### config.mk
export PLATFORM = sky130hd
export DESIGN_NAME = soi_ctrl
export DESIGN_NICKNAME = d
export VERILOG_FILES = /design/src/hdl/soi_pkg.sv /design/src/hdl/soi_ctrl.sv
export SDC_FILE = /design/constraint.sdc
export NUM_CORES = 1
export LEC_CHECK = 0
export BUFFER_PORTS_ARGS = -buffer_cell sky130_fd_sc_hd__buf_2
export CAP_MARGIN = 20
export CORE_AREA = 2 2 39 41
export CTS_CLUSTER_SIZE = 20
export DETAILED_ROUTE_END_ITERATION = 12
export DIE_AREA = 0 0 41 43
export SLEW_MARGIN = 20
export SYNTH_ARGS = -nofsm -noshare
export SYNTH_HDL_FRONTEND = slang
export SYNTH_SLANG_ARGS = --single-unit
### constraint.sdc
create_clock -name clk -period 1.5 [get_ports clk]
set_input_delay 0.15 -clock clk [delete_from_list [all_inputs] [get_ports clk]]
set_output_delay 0.15 -clock clk [all_outputs]
set_load 0.005 [all_outputs]
### src/hdl/soi_pkg.sv
// Shared types and constants for the sparse octree voxel insert block.
// Used by the channel interfaces, the controller, the datapath and the top level.
package soi_pkg;

    localparam int MAX_DEPTH      = 10;
    localparam int NODE_CAPACITY  = 65536;
    localparam int COLOR_CAPACITY = 65536;

    localparam int NODE_AW  = $clog2(NODE_CAPACITY);
    localparam int COLOR_AW = $clog2(COLOR_CAPACITY);
    localparam int CNT_W    = 17;
    localparam int CODE_W   = 30;
    localparam int RGB_W    = 24;
    localparam int IDX_W    = 16;
    localparam int OFFS_W   = 16;
    localparam int DEPTH_W  = 4;
    localparam int WORD_W   = 32;
    localparam int GROUP    = 8;

    typedef enum logic [1:0] {
        CMD_INSERT     = 2'd0,
        CMD_READ_NODE  = 2'd1,
        CMD_READ_COLOR = 2'd2
    } cmd_t;

    typedef enum logic [1:0] {
        STAT_OK    = 2'd0,
        STAT_ORDER = 2'd1,
        STAT_FULL  = 2'd2,
        STAT_RANGE = 2'd3
    } status_t;

    typedef enum logic [3:0] {
        S_INIT,
        S_IDLE,
        S_CHECK,
        S_RD,
        S_WAIT,
        S_UPD,
        S_CLR,
        S_ADV,
        S_DONE
    } state_t;

    // controller -> datapath
    typedef struct packed {
        logic    latch;
        logic    init_root;
        logic    rd;
        logic    wr_leaf;
        logic    wr_inner;
        logic    clr_step;
        logic    step;
        logic    set_status;
        status_t status_val;
        logic    load_out;
    } ctrl_cmd_t;

    // datapath -> controller
    typedef struct packed {
        logic is_insert;
        logic is_read_node;
        logic is_read_color;
        logic bad_order;
        logic full;
        logic idx_ok;
        logic last_level;
        logic need_alloc;
        logic stop;
        logic clr_last;
        logic out_free;
    } dp_status_t;

endpackage

### src/hdl/soi_ctrl.sv
// Controller state machine: sequences checks, the per-level tree walk and group clears.
// Depends on soi_pkg; talks to soi_datapath through ctrl_cmd_t / dp_status_t.
module soi_ctrl
    import soi_pkg::*;
(
    input  logic       clk,
    input  logic       rst_n,
    input  logic       in_valid,
    output logic       in_ready,
    input  dp_status_t st,
    output ctrl_cmd_t  cmd
);

    state_t state_reg, state_next;
    logic   done;

    // state register
    always_ff @(posedge clk or negedge rst_n)
    begin
        if (!rst_n)
            state_reg <= S_INIT;
        else
            state_reg <= state_next;
    end

    // next state and commands
    always_comb
    begin
        state_next = state_reg;
        cmd        = '0;
        cmd.status_val = STAT_OK;
        done       = 1'b0;
        in_ready   = (state_reg == S_IDLE);
        unique case (state_reg)
            S_INIT:
            begin
                cmd.init_root = 1'b1;
                state_next    = S_IDLE;
            end
            S_IDLE:
            begin
                if (in_valid)
                begin
                    cmd.latch  = 1'b1;
                    state_next = S_CHECK;
                end
            end
            S_CHECK:
            begin
                if (st.is_insert)
                begin
                    if (st.bad_order)
                    begin
                        cmd.set_status = 1'b1;
                        cmd.status_val = STAT_ORDER;
                        done = 1'b1;
                    end
                    else if (st.full)
                    begin
                        cmd.set_status = 1'b1;
                        cmd.status_val = STAT_FULL;
                        done = 1'b1;
                    end
                    else
                        state_next = S_RD;
                end
                else if (st.is_read_node || st.is_read_color)
                begin
                    if (st.idx_ok)
                        state_next = S_RD;
                    else
                    begin
                        cmd.set_status = 1'b1;
                        cmd.status_val = STAT_RANGE;
                        done = 1'b1;
                    end
                end
                else
                    done = 1'b1;
            end
            S_RD:
            begin
                cmd.rd     = 1'b1;
                state_next = S_WAIT;
            end
            S_WAIT:
            begin
                if (st.is_insert)
                    state_next = S_UPD;
                else
                    done = 1'b1;
            end
            S_UPD:
            begin
                if (st.last_level)
                begin
                    cmd.wr_leaf = 1'b1;
                    done = 1'b1;
                end
                else
                begin
                    cmd.wr_inner = 1'b1;
                    if (st.need_alloc)
                        state_next = S_CLR;
                    else if (st.stop)
                        done = 1'b1;
                    else
                        state_next = S_ADV;
                end
            end
            S_CLR:
            begin
                cmd.clr_step = 1'b1;
                if (st.clr_last)
                    state_next = S_ADV;
            end
            S_ADV:
            begin
                cmd.step   = 1'b1;
                state_next = S_RD;
            end
            S_DONE:
            begin
                // response goes out once the output register is free
                if (st.out_free)
                begin
                    cmd.load_out = 1'b1;
                    state_next   = S_IDLE;
                end
            end
            default:
            begin
                state_next = S_IDLE;
            end
        endcase
        // status and memory updates settle before the response is loaded
        if (done)
            state_next = S_DONE;
    end

    // assertions
    a_wait_after_rd: assert property (@(posedge clk) disable iff (!rst_n)
        state_reg == S_WAIT |-> $past(state_reg) == S_RD)
        else $error("memory wait without read");
    a_clr_to_adv: assert property (@(posedge clk) disable iff (!rst_n)
        (state_reg == S_CLR && st.clr_last) |=> state_reg == S_ADV)
        else $error("group clear did not finish into advance");
    a_latch_check: assert property (@(posedge clk) disable iff (!rst_n)
        (in_valid && in_ready) |=> state_reg == S_CHECK)
        else $error("accepted request not checked");
    a_done_load: assert property (@(posedge clk) disable iff (!rst_n)
        (state_reg == S_DONE && st.out_free) |=> state_reg == S_IDLE)
        else $error("finished request not handed to output");

endmodule

# Word-level counts from Yosys, hierarchy flattened
# Cells that the tools add are included.
# op_classes
eq_ne	18
muxes	41
bitwise	0
multipliers	0
add_sub_neg	0
n_lt_le_gt_ge	0
div_mod_pow	0
n_shift	0
n_reduce_logical	3
# op_table
op	count
2-to-1 mux 4 bit	13
one-hot mux 4 bit (8 select lines)	1
!= test 4 bit, second input constant	5
2-to-1 mux 1 bit	19
2-to-1 mux 3 bit	6
== test 4 x 3 -> 1 bit, second input constant	4
!= test 3 bit, second input constant	4
AND reduction 10 bit	1
== test 4 x 2 -> 1 bit, second input constant	2
== test 4 x 1 -> 1 bit, second input constant	1
== test 4 bit, second input constant	1
zero test 4 bit	1
!= test 3 x 2 -> 1 bit, second input constant	1
one-hot mux 1 bit (3 select lines)	1
2-to-1 mux 2 bit	1
logical OR 1 bit	1
# totals
ramBits	0
mem_bits_ro	0
latchBits	0
output_inout_bits	12
memories	0
elab_cells	63
in_bits	14
register_bits	4

# Depth between registers and ports, before layout
# Gate-level depths: netlist of the first run.
# depth
ltp_word	6
depth_mapped	5
depth_no_buf	4

# Worst setup path after synthesis of the first run
# Ideal clock, no wire load.
# synth_timing
path_type	reg2out
start	register state_reg[2]
end	output cmd[10] (netlist name)
t_required_ns	1.350
stages_incl_launch_ff	4
arrival_ns	1.181
path_buffers	1
path_slack_ns	0.169
cell_sequence	dfrtp_1 buf_6 nor4b_1 and2_1
# synth_rtl
item	line_no	rtl
start: declaration	soi_ctrl.sv:14	state_t state_reg, state_next;
start signal: assignment	soi_ctrl.sv:23	state_reg <= state_next;
end: declaration	soi_ctrl.sv:11	output ctrl_cmd_t cmd

==> flow_summary.yaml, run 1 <==
pwr:
  combPwrFrac: 0.673
  intPower_uw: 688
  switchingPower_uw: 516
  static-leakage-power_uw: 0.000354
  power_frac_seq: 0.214
  power.density_nw_per_um2: 1720
  swShare: 0.428
  vdd_drop_max_mv: 0.668
  power_uw: 1200
  clockPowerShare: 0.112
detailed_routing:
  routed_wl_mm: 1.26
  avgRoutedWirePerCell_um: 11.9
  drtIter0Drc: 5
  vias_per_cell: 5.05
  vias: 535
  remaining_drc_errors: 0
  drt_pass1_iterations: 3
  antenna_left: 0
outcome:
  status: "finished, violations left"
  violations: "negative setup slack"
floorplan:
  die_h_um: 43
  die_w_um: 41
  rows: 14
  ios: 26
  start_util: 0.316
  coreArea_um2: 1380
  fp.dieArea_um2: 1760
global_routing:
  grt_overflow_total: 0
  antenna_found_initial: 0
  grt_pass1_vias: 450
  grt_max_degree: 10
  grt_pass1_wl_mm: 1.77
  grtUsageTotal: 0.150
yosys:
  synth_mux_area_frac: 0
  synthCells: 57
  synth_top_area_frac: 0.229
  syn_avg_cell_area_um2: 7.66
  synthTopCellsByArea: "dfrtp_1, nor2_1, a21oi_1"
  seq_area_frac_synth: 0.229
  yosys.area_share.adder: 0
  syn_area_um2: 437
  synth_cell_types: 29
  yosysWarnings: 0
  synth_nets: 71
  synth_top_family_by_area: "simple AND/OR/NAND/NOR gates"
  synth-simple-area-share: 0.378
  yosysTopAreaCell: "dfrtp_1"
  synth_xor_area_frac: 0.0201
  synth-seq-cells: 4
  synth_compound_area_frac: 0.241
timing:
  drv_slew: 0
  fin_tns_setup_ps: -39.1
  setup_slack_ps: -23.2
  final_hold_viol_count: 0
  post-route-period-util: 1.02
  fin_worst_skew_ps: 3.90
  worstMarginPinSlew_ps: 296
  setup_viol: 2
  relSlewSlack: 0.801
  period_needed_ps: 1520
  rsz0062_at_grt: "true"
  max_freq_mhz: 657
cts:
  cts_max_path_buffers: 2
  clk_pin_slew_ps: 40
  cts_root_buffer: "clkbuf_4"
  htreeDepth: 1
  cts_tree: "done"
  numCtsBuffers: 3
  clk_latency_ps: 240
  clock_sinks: 4
final_layout:
  nets: 106
  final_cells: 106
  final_cell_mix: "buf_2, buf_4, nor2_1, a21oi_1, inv_1"
  final_common_cell: "buf_2"
  areaGrowthSynthToFinish_pct: 59.9
  final_layout_size_suffix_gt1_frac: 0.589
  finalInstanceArea_um2: 698
  antennaDiodeCount: 0
  fillers: 148
  largest_reg_flops: 4
critical_path:
  path_depth: 4
  critical_path.endpoint_type: "output pin"
  critPathRequiredTime_ps: 1350
  critPathKind: "flop to output pin"
  arrival_ps: 1370
  startpoint_type: "flop"
  rr_worst_depth: 4
  cp_num_buf_inv: 1
  cpMaxStageDelayCell: "dfrtp_1"
  cpLargestDelayFamily: "simple AND/OR/NAND/NOR gates"
  worst-path-max-fanout: 3
  max_stage_delay_ps: 390
  crit_chain: "nand2b_4, or3b_4, nor2_1, buf_2"
placed_design:
  placed_cells: 99
  portBuffers: 25
  hpwlAfterDp_um: 911
  place_worst_setup_slack_ps: 80.5
  gp_congestion: 0.754
  placed_cell_area_um2: 584
hold_path:
  worstHoldPathCells: 2
  hold_path_class: "primary input to flop"
run:
  drv_cap: 0
[routing by layer]
layer	part of all wire	wire, um	GRT usage
met2	0.54	681	0.250
met4	0.013	16	0.113
met1	0.38	474	0.146
met5	0	0	0
met3	0.068	85	0.0366
[power groups by stage]
stage | registers (uW) | logic [uW] | clock network, uW
final | 258 | 811 | 135
after global routing | 268 | 884 | 156
after CTS | 252 | 737 | 140
after detailed placement | 226 | 643 | 0
after global placement | 224 | 638 | 0
after floorplan | 183 | 501 | 0
[per-stage QoR]
step	util	hold WS (ps)
detailed placement	0.422	-38.9
CTS	0.486	112
global route	0.505	114
global placement	0.422	-43.7
finish	0.505	123
floorplan	-	-146
[logic make-up (layout without fill, tap and decap cells)]
group,count (synthesis),count (layout)
buffers and inverters,10,43
and+or+nand+nor,28,28
AOI/OAI and AO/OA,14,14
xor gates and xnor gates,1,1
DFF,4,4
[area by class of cell]
class	count	area (um^2)	area share
multi-input cells	43	330	0.473
clock buffers	3	22.5	0.0323
repair buffers	34	199	0.285
well taps	16	20.0	0.0287
flip-flops and latches	4	104	0.149
inverters	6	22.5	0.0323
[path summary, 6_finish.rpt]
kind                              start            to  slack (ps)
max in group asynchronous         rst_n  state_reg[1]        1110
hold / removal                 in_valid  state_reg[0]         120
min in group asynchronous         rst_n  state_reg[0]         260
setup / recovery           state_reg[3]        cmd[6]         -20
setup reg to reg           state_reg[3]  state_reg[0]          40
hold reg to reg            state_reg[1]  state_reg[0]         780
[Yosys cell counts]
| master | number |
|---|---|
| nor3_1 | 3 |
| o21bai_1 | 1 |
| nand3_1 | 1 |
| a32o_1 | 1 |
| nor4_1 | 3 |
| nand3b_1 | 1 |
| nor2b_1 | 1 |
| a21oi_1 | 5 |
| nor3b_1 | 1 |
| nor2b_4 | 1 |
| a21o_1 | 1 |
| or3_1 | 1 |
| nand2b_1 | 1 |
| dfrtp_1 | 4 |
| o32ai_1 | 1 |
| nor4b_1 | 1 |
| and3_4 | 1 |
| buf_2 | 1 |
| inv_1 | 6 |
| nand2_1 | 4 |
| and2_1 | 1 |
| o311ai_2 | 1 |
| xor2_1 | 1 |
| o21ai_0 | 3 |
| buf_4 | 1 |
| o221ai_2 | 1 |
| or3b_4 | 1 |
| buf_6 | 2 |
| nor2_1 | 7 |
[worst register-to-register path, cell delays in order (launching register included)]
cell	delay, ps
dfrtp_1	390
nand2b_4	150
or3b_4	380
o221ai_2	260
o32ai_2	140
[timing repair]
item	CTS	global route
hold buffers	1	0
setup buffers	3	0
setup endpoints to repair	7	11
gates cloned	0	0
resized for setup	8	6
pin swaps	1	0
hold endpoints to repair	4	0
Power figures use the tool's default switching activity.
==> inputs of run 2 (changes only) <==
- GPL_TIMING_DRIVEN: default -> 0
==> flow_summary.yaml, run 2 (synthesized netlist as in run 1, its figures left out) <==
detailed_routing:
  met2WireLength_um: 578
  vias: 545
  routed_wl_mm: 1.18
  vias_per_cell: 5.14
  wl_met3_um: 105
  drtIter0Drc: 12
  remaining_drc_errors: 0
  drt_pass1_iterations: 4
  top_layer: "met3"
  antenna_left: 0
  wl_met1_um: 493
  avgRoutedWirePerCell_um: 11.1
timing:
  fin_worst_skew_ps: 2.15
  setup_slack_ps: -22.4
  setup_viol: 2
  relSlewSlack: 0.794
  period_needed_ps: 1520
  final_hold_viol_count: 0
  rsz0062_at_grt: "true"
  drv_slew: 0
  post-route-period-util: 1.01
  worstMarginPinSlew_ps: 305
  max_freq_mhz: 657
floorplan:
  ios: 26
  start_util: 0.316
  coreArea_um2: 1380
  fp.dieArea_um2: 1760
  die_w_um: 41
  die_h_um: 43
  rows: 14
final_layout:
  antennaDiodeCount: 0
  largest_reg_flops: 4
  final_cell_mix: "buf_2, buf_4, inv_1, nor2_1, a21oi_1"
  final_cells: 106
  final_common_cell: "buf_2"
  final_layout_size_suffix_gt1_frac: 0.567
  areaGrowthSynthToFinish_pct: 65.6
  final_core_util: 0.523
  nets: 106
placed_design:
  place_worst_setup_slack_ps: 70.8
  hpwlAfterDp_um: 839
  placed_cells: 98
  gp_congestion: 0.743
  portBuffers: 25
global_routing:
  grt_overflow_total: 0
  grt_pass1_wl_mm: 1.61
  grtUsageTotal: 0.134
  grt_max_degree: 11
  antenna_found_initial: 0
  grt_pass1_vias: 415
critical_path:
  critPathKind: "flop to output pin"
  worst-path-max-fanout: 3
  critical_path.endpoint_type: "output pin"
  arrival_ps: 1370
  critPathRequiredTime_ps: 1350
  startpoint_type: "flop"
cts:
  htreeDepth: 1
  clk_pin_slew_ps: 30
  numCtsBuffers: 3
  clk_latency_ps: 230
  cts_tree: "done"
  cts_max_path_buffers: 2
  cts_root_buffer: "clkbuf_4"
  clock_sinks: 4
run:
  drv_cap: 0
pwr:
  power.density_nw_per_um2: 1730
  vdd_drop_max_mv: 1.03
  static-leakage-power_uw: 0.000360
outcome:
  violations: "negative setup slack"
  status: "finished, violations left"
hold_path:
  hold_path_class: "primary input to flop"
==> run 2: cell counts in the layout (fill, tap and decap cells not counted) <==
Identical to the previous run, type by type.
==> run 2: report_power, final <==
group / switching (uW) / internal (uW) / total (uW)
clock network: 36.8 / 89.0 / 126
logic: 475 / 459 / 934
registers: 33.7 / 159 / 192
total: 546 / 706 / 1250
==> run 2: worst max-delay path, cell delays in order (launching register included) <==
cell	delay [ps]
dfrtp_1	370
nand2b_1	170
or3b_4	400
nor2_1	90
buf_2	110
==> run 2: path summary, 6_finish.rpt <==
path,start,to,slack [ps],cells past startpoint
min reg2reg,state_reg[1],state_reg[0],710,4
min,in_valid,state_reg[0],150,2
max,state_reg[3],cmd[7],-20,4
max reg2reg,state_reg[3],state_reg[0],20,4
min in group asynchronous,rst_n,state_reg[1],250,2
max in group asynchronous,rst_n,state_reg[0],1130,2
==> run 2: layer usage <==
metal,track usage,up-vias
met5,0,-
met4,0.0600,0
met3,0.0314,0
met2,0.203,26
met1,0.174,251
li1,-,268
==> run 2: timing repair <==
| item | in CTS | in global routing |
|---|---|---|
| gates cloned | 0 | 0 |
| setup endpoints to repair | 4 | 9 |
| hold buffers | 1 | 0 |
| buffers inserted | 2 | 2 |
| pin swaps | 1 | 2 |
| resized for setup | 2 | 13 |
| endpoints found under the hold margin | 4 | 0 |
==> run 2: layout make-up <==
cell class                 count  area [um^2]
fill                         143          661
multi-input combinational     43          355
timing repair buffer          30          165
sequential                     4          100
buffer                         4         37.5
clock buffer                   3         22.5
inverter                       6         22.5
tap                           16         20.0
==> run 2: per-stage QoR <==
step	power [uW]	instance area [um^2]	TNS, ps	hold slack (ps)
2_1_floorplan	684	437	0	-146
3_3_place_gp	860	582	0	-44.9
3_5_place_dp	863	582	0	-44.9
4_1_cts	1080	644	-44.6	134
5_1_grt	1350	723	-344	146
6_report	1250	723	-35.8	147
